## src/rtl/gmmc_pkg.sv

```systemverilog
// package for the minimax manhattan center unit
// holds field widths, reset values, register indexes and a width helper
// no dependencies
package gmmc_pkg;

    localparam int DEF_MAX_ROWS = 64;
    localparam int DEF_MAX_COLS = 64;

    localparam int COUNT_W    = 7;
    localparam int ROW_OUT_W  = 6;
    localparam int COL_OUT_W  = 6;
    localparam int DIST_OUT_W = 7;
    localparam int CFG_IDX_W  = 1;

    localparam logic [COUNT_W-1:0] COUNT_RST = 7'd64;

    typedef enum logic [CFG_IDX_W-1:0] {
        CFG_ROW_COUNT = 1'b0,
        CFG_COL_COUNT = 1'b1
    } t_cfg_idx;

    // index width for a store of n entries, never below one bit
    function automatic int idx_w(input int n);
        int w;
        w = $clog2(n);
        return (w < 1) ? 1 : w;
    endfunction

endpackage

```

## src/rtl/gmmc_ram.sv

```systemverilog
// generic single write port, single read port ram with registered read
// depends on gmmc_pkg for the address width helper
module gmmc_ram #(
    parameter int WIDTH = 8,
    parameter int DEPTH = 64
) (
    input  logic                                  i_clk,
    input  logic                                  i_we,
    input  logic [gmmc_pkg::idx_w(DEPTH)-1:0]     i_waddr,
    input  logic [WIDTH-1:0]                      i_wdata,
    input  logic [gmmc_pkg::idx_w(DEPTH)-1:0]     i_raddr,
    output logic [WIDTH-1:0]                      o_rdata
);

    logic [WIDTH-1:0] r_mem [DEPTH];
    logic [WIDTH-1:0] r_rdata;

    always_ff @(posedge i_clk) begin
        if (i_we) begin
            r_mem[i_waddr] <= i_wdata;
        end
        r_rdata <= r_mem[i_raddr];
    end

    assign o_rdata = r_rdata;

endmodule

```

## src/rtl/gmmc_reach.sv

```systemverilog
// shared reach unit: column span of one row and the running row reach
// used by both the forward and the backward sweep; no package dependency
module gmmc_reach #(
    parameter int CW = 6,
    parameter int DW = 7
) (
    input  logic [CW-1:0] i_col,
    input  logic          i_has,
    input  logic [CW-1:0] i_first,
    input  logic [CW-1:0] i_last,
    input  logic          i_row_ok,
    input  logic          i_seen,
    input  logic [DW-1:0] i_run,
    output logic [DW-1:0] o_reach,
    output logic          o_seen
);

    logic [CW-1:0] dist_first;
    logic [CW-1:0] dist_last;
    logic [DW-1:0] span;
    logic [DW-1:0] base;
    logic          black;

    always_comb begin
        dist_first = (i_col >= i_first) ? i_col - i_first : i_first - i_col;
        dist_last  = (i_col >= i_last) ? i_col - i_last : i_last - i_col;
        span       = (dist_first > dist_last) ? DW'(dist_first) : DW'(dist_last);
        base       = i_seen ? i_run + 1'b1 : '0;
        black      = i_has && i_row_ok;
        o_reach    = (black && span > base) ? span : base;
        o_seen     = i_seen || black;
    end

endmodule

```

## src/rtl/grid_minimax_manhattan_center_unit.sv

```systemverilog
// minimax manhattan center of a binary image loaded in raster order
// load: one pixel transaction per cycle while o_stall is low; search after the last pixel
// runs a forward and a backward sweep per column through one shared reach unit and two rams,
// then the result is held until taken; no input is taken during search or while held.
// synchronous active-low reset: counts to 64, load position to zero,
// no clearing pass (unloaded rows are masked by the load position)
module grid_minimax_manhattan_center_unit #(
    parameter int MAX_ROWS = gmmc_pkg::DEF_MAX_ROWS,
    parameter int MAX_COLS = gmmc_pkg::DEF_MAX_COLS
) (
    input  logic                               i_clk,
    input  logic                               i_rst_n,
    input  logic                               i_cfg_we,
    input  logic [gmmc_pkg::CFG_IDX_W-1:0]     i_cfg_idx,
    input  logic [gmmc_pkg::COUNT_W-1:0]       i_cfg_data,
    input  logic                               i_valid,
    output logic                               o_stall,
    input  logic                               i_pixel_black,
    input  logic                               i_last_pixel,
    output logic                               o_valid,
    input  logic                               i_stall,
    output logic [gmmc_pkg::ROW_OUT_W-1:0]     o_center_row,
    output logic [gmmc_pkg::COL_OUT_W-1:0]     o_center_col,
    output logic [gmmc_pkg::DIST_OUT_W-1:0]    o_max_distance
);

    localparam int RW  = gmmc_pkg::idx_w(MAX_ROWS);
    localparam int CW  = gmmc_pkg::idx_w(MAX_COLS);
    localparam int RCW = $clog2(MAX_ROWS + 1);
    localparam int DW  = gmmc_pkg::idx_w(MAX_ROWS + MAX_COLS - 1);
    localparam int IW  = 1 + 2 * CW;

    typedef enum logic [2:0] {
        S_LOAD,
        S_FWD,
        S_BWD,
        S_COLEND,
        S_OUT
    } t_state;

    t_state                        r_state;
    logic [gmmc_pkg::COUNT_W-1:0]  r_row_count;
    logic [gmmc_pkg::COUNT_W-1:0]  r_col_count;
    logic [RCW-1:0]                r_load_row;
    logic [CW-1:0]                 r_load_col;
    logic                          r_cur_has;
    logic [CW-1:0]                 r_cur_first;
    logic [CW-1:0]                 r_cur_last;
    logic [RW-1:0]                 r_addr;
    logic                          r_issue_on;
    logic                          r_pv;
    logic [RW-1:0]                 r_prow;
    logic [CW-1:0]                 r_col;
    logic                          r_seen;
    logic [DW-1:0]                 r_run;
    logic                          r_col_first;
    logic [DW-1:0]                 r_col_best;
    logic [RW-1:0]                 r_col_row;
    logic                          r_best_first;
    logic [DW-1:0]                 r_best_dist;
    logic [RW-1:0]                 r_best_row;
    logic [CW-1:0]                 r_best_col;

    logic [RW-1:0] rows_m1;
    logic [CW-1:0] cols_m1;
    logic          in_acc;
    logic          in_grid;
    logic          has_in;
    logic          has_n;
    logic [CW-1:0] first_n;
    logic [CW-1:0] last_n;
    logic          info_we;
    logic [IW-1:0] info_wdata;
    logic [IW-1:0] info_rdata;
    logic          fwd_we;
    logic [DW-1:0] fwd_rdata;
    logic          row_ok;
    logic [DW-1:0] reach;
    logic          seen_n;
    logic [DW-1:0] bwd_dist;
    logic          take;

    // clamp the counts to 1..max
    always_comb begin
        if (r_row_count == '0) begin
            rows_m1 = '0;
        end else if (int'(r_row_count) > MAX_ROWS) begin
            rows_m1 = RW'(MAX_ROWS - 1);
        end else begin
            rows_m1 = RW'(r_row_count - 1'b1);
        end
        if (r_col_count == '0) begin
            cols_m1 = '0;
        end else if (int'(r_col_count) > MAX_COLS) begin
            cols_m1 = CW'(MAX_COLS - 1);
        end else begin
            cols_m1 = CW'(r_col_count - 1'b1);
        end
    end

    assign o_stall = (r_state != S_LOAD);
    assign in_acc  = i_valid && !o_stall;
    assign in_grid = (r_load_row <= RCW'(rows_m1));

    // running first and last black column of the row being loaded
    always_comb begin
        has_in     = (r_load_col != '0) && r_cur_has;
        has_n      = has_in || i_pixel_black;
        first_n    = (i_pixel_black && !has_in) ? r_load_col : r_cur_first;
        last_n     = i_pixel_black ? r_load_col : r_cur_last;
        info_we    = in_acc && in_grid;
        info_wdata = {has_n, first_n, last_n};
    end

    gmmc_ram #(
        .WIDTH (IW),
        .DEPTH (MAX_ROWS)
    ) u_row_info (
        .i_clk   (i_clk),
        .i_we    (info_we),
        .i_waddr (r_load_row[RW-1:0]),
        .i_wdata (info_wdata),
        .i_raddr (r_addr),
        .o_rdata (info_rdata)
    );

    // rows not yet reached by loading count as white
    assign row_ok = (RCW'(r_prow) < r_load_row)
                 || ((RCW'(r_prow) == r_load_row) && (r_load_col != '0));

    gmmc_reach #(
        .CW (CW),
        .DW (DW)
    ) u_reach (
        .i_col    (r_col),
        .i_has    (info_rdata[IW-1]),
        .i_first  (info_rdata[2*CW-1:CW]),
        .i_last   (info_rdata[CW-1:0]),
        .i_row_ok (row_ok),
        .i_seen   (r_seen),
        .i_run    (r_run),
        .o_reach  (reach),
        .o_seen   (seen_n)
    );

    assign fwd_we = (r_state == S_FWD) && r_pv;

    gmmc_ram #(
        .WIDTH (DW),
        .DEPTH (MAX_ROWS)
    ) u_fwd_reach (
        .i_clk   (i_clk),
        .i_we    (fwd_we),
        .i_waddr (r_prow),
        .i_wdata (reach),
        .i_raddr (r_addr),
        .o_rdata (fwd_rdata)
    );

    assign bwd_dist = (fwd_rdata > reach) ? fwd_rdata : reach;
    assign take     = r_col_first || (bwd_dist <= r_col_best);

    always_ff @(posedge i_clk) begin
        if (!i_rst_n) begin
            r_state      <= S_LOAD;
            r_row_count  <= gmmc_pkg::COUNT_RST;
            r_col_count  <= gmmc_pkg::COUNT_RST;
            r_load_row   <= '0;
            r_load_col   <= '0;
            r_cur_has    <= 1'b0;
            r_issue_on   <= 1'b0;
            r_pv         <= 1'b0;
            r_col_first  <= 1'b0;
            r_best_first <= 1'b0;
        end else begin
            unique case (r_state)
                S_LOAD: begin
                    if (in_acc) begin
                        if (in_grid && !i_cfg_we) begin
                            r_cur_has   <= has_n;
                            r_cur_first <= first_n;
                            r_cur_last  <= last_n;
                            if (r_load_col == cols_m1) begin
                                r_load_col <= '0;
                                r_load_row <= r_load_row + 1'b1;
                            end else begin
                                r_load_col <= r_load_col + 1'b1;
                            end
                        end
                        if (i_last_pixel) begin
                            r_state      <= S_FWD;
                            r_col        <= '0;
                            r_addr       <= '0;
                            r_issue_on   <= 1'b1;
                            r_seen       <= 1'b0;
                            r_run        <= '0;
                            r_best_first <= 1'b1;
                        end
                    end
                end
                S_FWD: begin
                    if (r_issue_on) begin
                        r_prow <= r_addr;
                        r_pv   <= 1'b1;
                        if (r_addr == rows_m1) begin
                            r_issue_on <= 1'b0;
                        end else begin
                            r_addr <= r_addr + 1'b1;
                        end
                    end else begin
                        r_pv <= 1'b0;
                    end
                    if (r_pv) begin
                        if (r_prow == rows_m1) begin
                            r_state     <= S_BWD;
                            r_addr      <= rows_m1;
                            r_issue_on  <= 1'b1;
                            r_seen      <= 1'b0;
                            r_run       <= '0;
                            r_col_first <= 1'b1;
                        end else begin
                            r_run  <= reach;
                            r_seen <= seen_n;
                        end
                    end
                end
                S_BWD: begin
                    if (r_issue_on) begin
                        r_prow <= r_addr;
                        r_pv   <= 1'b1;
                        if (r_addr == '0) begin
                            r_issue_on <= 1'b0;
                        end else begin
                            r_addr <= r_addr - 1'b1;
                        end
                    end else begin
                        r_pv <= 1'b0;
                    end
                    if (r_pv) begin
                        r_run  <= reach;
                        r_seen <= seen_n;
                        if (take) begin
                            r_col_best  <= bwd_dist;
                            r_col_row   <= r_prow;
                            r_col_first <= 1'b0;
                        end
                        if (r_prow == '0) begin
                            r_state <= S_COLEND;
                        end
                    end
                end
                S_COLEND: begin
                    if (r_best_first || (r_col_best < r_best_dist)) begin
                        r_best_dist  <= r_col_best;
                        r_best_row   <= r_col_row;
                        r_best_col   <= r_col;
                        r_best_first <= 1'b0;
                    end
                    if (r_col == cols_m1) begin
                        r_state <= S_OUT;
                    end else begin
                        r_state    <= S_FWD;
                        r_col      <= r_col + 1'b1;
                        r_addr     <= '0;
                        r_issue_on <= 1'b1;
                        r_seen     <= 1'b0;
                        r_run      <= '0;
                    end
                end
                S_OUT: begin
                    if (!i_stall) begin
                        r_state    <= S_LOAD;
                        r_load_row <= '0;
                        r_load_col <= '0;
                    end
                end
                default: begin
                    r_state <= S_LOAD;
                end
            endcase
            // register write in the load state restarts the image
            if (i_cfg_we) begin
                unique case (gmmc_pkg::t_cfg_idx'(i_cfg_idx))
                    gmmc_pkg::CFG_ROW_COUNT: r_row_count <= i_cfg_data;
                    gmmc_pkg::CFG_COL_COUNT: r_col_count <= i_cfg_data;
                    default: ;
                endcase
                if (r_state == S_LOAD) begin
                    r_load_row <= '0;
                    r_load_col <= '0;
                end
            end
        end
    end

    assign o_valid        = (r_state == S_OUT);
    assign o_center_row   = gmmc_pkg::ROW_OUT_W'(r_best_row);
    assign o_center_col   = gmmc_pkg::COL_OUT_W'(r_best_col);
    assign o_max_distance = gmmc_pkg::DIST_OUT_W'(r_best_dist);

`ifndef ASSERT_OFF
    a_last_starts_search: assert property (@(posedge i_clk) disable iff (!i_rst_n)
        (r_state == S_LOAD && in_acc && i_last_pixel && !i_cfg_we)
        |=> (r_state == S_FWD && r_col == '0 && r_issue_on))
        else $error("last pixel did not start the search at column zero");

    a_column_picked: assert property (@(posedge i_clk) disable iff (!i_rst_n)
        (r_state == S_COLEND) |-> !r_col_first)
        else $error("backward sweep ended without a candidate row");

    a_dist_bound: assert property (@(posedge i_clk) disable iff (!i_rst_n)
        o_valid |-> (int'(r_best_dist) <= int'(rows_m1) + int'(cols_m1)))
        else $error("result distance exceeds the grid diameter");

    a_load_bound: assert property (@(posedge i_clk) disable iff (!i_rst_n)
        (int'(r_load_row) <= int'(rows_m1) + 1))
        else $error("load position ran past the last row");
`endif

endmodule
```

## config.mk

```make
export PLATFORM = sky130hd
export DESIGN_NAME = grid_minimax_manhattan_center_unit
export DESIGN_NICKNAME = d
export VERILOG_FILES = /design/src/rtl/gmmc_pkg.sv /design/src/rtl/gmmc_ram.sv /design/src/rtl/gmmc_reach.sv /design/src/rtl/grid_minimax_manhattan_center_unit.sv
export SDC_FILE = /design/constraint.sdc
export NUM_CORES = 2
export LEC_CHECK = 0
export CAP_MARGIN = 20
export CORE_ASPECT_RATIO = 1.25
export CORE_MARGIN = 3
export CORE_UTILIZATION = 60
export DETAILED_ROUTE_END_ITERATION = 7
export DONT_BUFFER_PORTS = 1
export GPL_TIMING_DRIVEN = 0
export HOLD_SLACK_MARGIN = 0.06
export PLACE_DENSITY = 0.86
export SLEW_MARGIN = 20
export SYNTH_ARGS = -nofsm -noshare
export SYNTH_HDL_FRONTEND = slang
export SYNTH_SLANG_ARGS = --single-unit
```

## constraint.sdc

```tcl
create_clock -name i_clk -period 27.6 [get_ports i_clk]
set_clock_uncertainty 0.2 [all_clocks]
set_input_delay 1.38 -clock i_clk [delete_from_list [all_inputs] [get_ports i_clk]]
set_output_delay 1.38 -clock i_clk [all_outputs]
set_load 0.005 [all_outputs]
```

==> results.toml <==
[setup_path]
slowest_delay_ns = 0.59
critPathKind = "reg -> reg"
cp_max_fo = 30
cp-end-kind = "flop"
cpMostUsedCell = "o21ai_0"
cp.arrival_ns = 10.80
slowest_stage = "a21o_2"
required_ns = 27.77
startpoint_type = "flop"

[pwr]
cellLeakagePower_uw = 0.0206
peakVddDrop_mv = 0.167
powerDensity_nw_per_um2 = 110
power_uw = 7080

[logic_synthesis]
ys_types = 87
seq_area_frac_synth_pct = 72.5
synthCells = 2874
synth_area_per_cell_um2 = 20.0
syn_nets = 2970
synth_top_area_share_pct = 70.6
ys_warn_count = 0
synth_edf_count = 1350
async_flop_share_pct = 0
yosysTopAreaCell = "edfxtp_1"
synth_area_um2 = 57400
synth_ff_type = "edfxtp_1"
netlist_top_cells_area = "edfxtp_1 71%, mux4_2 16%, dfxtp_1 1.9%, ha_1 1.7%, nor2_1 1.3%"
ys_seq_elements = 1405

[global_routing]
grt_pass1_wl_mm = 230
grt_max_degree = 70
grt_usage_pct = 33.3
antenna_found_initial = 8
grt_pass1_vias = 32113
grt-ovfl-total = 0

[die]
start_util_pct = 60.6
die_w_um = 283
rows = 126
ios = 36
fp.dieH_um = 352
dieArea_um2 = 99500
coreArea_um2 = 94700

[placement]
pre_cts_slack_ns = 16.90
io_buffers = 0
place_hpwl_mm = 101
gp_congestion = 0.946

[drt]
ant_nets = 0
via_per_inst = 7.16
drt_iter0_markers = 4963
vias = 31629
wire_per_inst_um = 36.6
drt_wl_total_mm = 162
drcViolationCount = 0
dr.pass1.iters = 7

[cts]
cts-root-buf = "clkbuf_16"
clock_sinks = 1405
insertion_delay_ns = 0.78
cts_tree = "built"
numCtsBuffers = 133
postCtsHoldBufs = 0
clockBufferDepth = 3
postCtsSetupRepairBufs = 0
htreeDepth = 4
cts_resized = 0
clk_pin_slew_ns = 0.06

[timing]
hold_viol = 0
setup_slack_ns = 16.97
fin_setup_tns_ns = 0
setup_viol = 0
fin_crit_ns = 10.63
max_slew_margin_pct = 14.7
fin_crit_sh_pct = 38.5
tightest_slew_ns = 1.28
rsz0062_at_grt = "false"
hold_slack_ns = 0.218
slew_violations = 0
max_freq_ghz = 0.0940

[hold_path]
hp-class = "reg -> reg"

[flow_run]
max_cap_viol_count = 0

[run_status]
status = "finished, final reports clean"

[layout]
layout-drive-gt1-share_pct = 25.6
area_growth_pct = 11.9
nets = 3131
==> synthesized netlist by cell type, drive strengths merged (25+ instances only) <==
library cell and n:
ha 77, clkbuf 79, mux2i 26, mux4 414, inv 82, buf 53, edfxtp 1350, dfxtp 55
nand3 43, nand2 80, nor2 199, o21ai 48, nor2b 25, a21oi 45
==> path summary, 6_finish.rpt <==
kind                 from  slack (ns)  cells after the start         endpoint
max              r_col[2]       16.97                     42    r_col_best[6]
min          r_col_row[3]        0.22                      0  o_center_row[3]
min reg2reg  r_col_row[3]        0.22                      0  o_center_row[3]
max reg2reg      r_col[2]       16.97                     42    r_col_best[6]
==> critical path: cells and delay by family (launching register included) <==
family	cells	cell delay, ns
buffers and inverters	6	0.99
xor gates and xnor gates	1	0.24
muxes	1	0.37
AOI/OAI and AO/OA	17	4.01
DFF	1	0.46
and+or+nand+nor	12	2.28
adders and majority gates	5	1.66
==> cell usage in the layout, fill, tap and decap left out, drive strengths merged, types with 5 or more instances in the layout <==
cell | netlist | final
edfxtp | 1350 | 1350
mux4 | 414 | 414
clkbuf | 79 | 237
nor2 | 199 | 199
inv | 82 | 92
nand2 | 80 | 80
ha | 77 | 77
buf | 53 | 72
clkinv | 0 | 56
dfxtp | 55 | 55
o21ai | 48 | 48
a21oi | 45 | 45
nand3 | 43 | 43
mux2i | 26 | 26
nor2b | 25 | 25
xnor2 | 24 | 24
nor3 | 24 | 24
nand2b | 21 | 21
mux2 | 20 | 20
o21a | 18 | 18
a21o | 16 | 16
xor2 | 15 | 15
bufinv | 0 | 15
nand4 | 11 | 11
a21boi | 11 | 11
o22ai | 11 | 11
and3 | 9 | 9
nand3b | 8 | 8
and2 | 8 | 8
a31oi | 8 | 8
a211oi | 6 | 6
clkinvlp | 0 | 6
or3 | 6 | 6
o31ai | 6 | 6
nor4 | 5 | 5
o211ai | 5 | 5
a22oi | 5 | 5
==> where the power goes <==
| part | internal [uW] | total, uW | switching, uW | leakage (uW) |
|---|---|---|---|---|
| Clock | 1060 | 1890 | 830 | 0.00217 |
| Combinational | 913 | 2440 | 1530 | 0.00567 |
| Sequential | 2690 | 2740 | 48.4 | 0.0128 |
| Total | 4670 | 7080 | 2410 | 0.0206 |
==> per-layer routing <==
metal | routed length (um) | share of wire [%] | up-vias | global-route usage, %
met5 | 67 | 0.041 | - | 0
met4 | 12400 | 7.7 | 10 | 21.1
met3 | 17500 | 11 | 644 | 7.74
met2 | 80200 | 50 | 2725 | 54.5
met1 | 51400 | 32 | 16147 | 40.2
li1 | - | - | 12103 | -
==> metrics by stage <==
stage,cells,cell area (um2),util [%]
after CTS,4413,64100,67.6
after global placement,4154,59000,62.3
after floorplan,2874,57400,-
final,4420,64300,67.8
after global routing,4418,64300,67.8
after detailed placement,4175,59600,62.9
==> final cells by class <==
type                    count  area, um2
clock inverters            87        960
fillers                  5465      30500
well taps                1280       1600
flip-flops and latches   1405      41600
plain buffers             132        576
repair buffers             26        495
inverters                  82        309
diodes                      2       5.00
multi-input cells        1255      15200
clock buffers             151       3500
==> logic make-up after synthesis <==
group	synth area share (%)
AO/OA/AOI/OAI	2.68
XOR/XNOR	0.595
adder cells (fa/ha/maj)	1.82
buffers and inverters	1.47
flip-flops	72.5
multiplexers	17.1
AND/OR/NAND/NOR	3.80
==> sequential cells by signal, indices dropped and copies added, names as in the netlist, 7 cells and up <==
| register | cells |
|---|---|
| o_max_distance | 7 |
| r_col_best | 7 |
| r_col_count | 7 |
| r_load_row | 7 |
| r_row_count | 7 |
| r_run | 7 |
| u_fwd_reach.o_rdata | 7 |
| u_fwd_reach.r_mem | 448 |
| u_row_info.o_rdata | 13 |
| u_row_info.r_mem | 832 |
No activity file was read; power rests on OpenSTA's default activity.
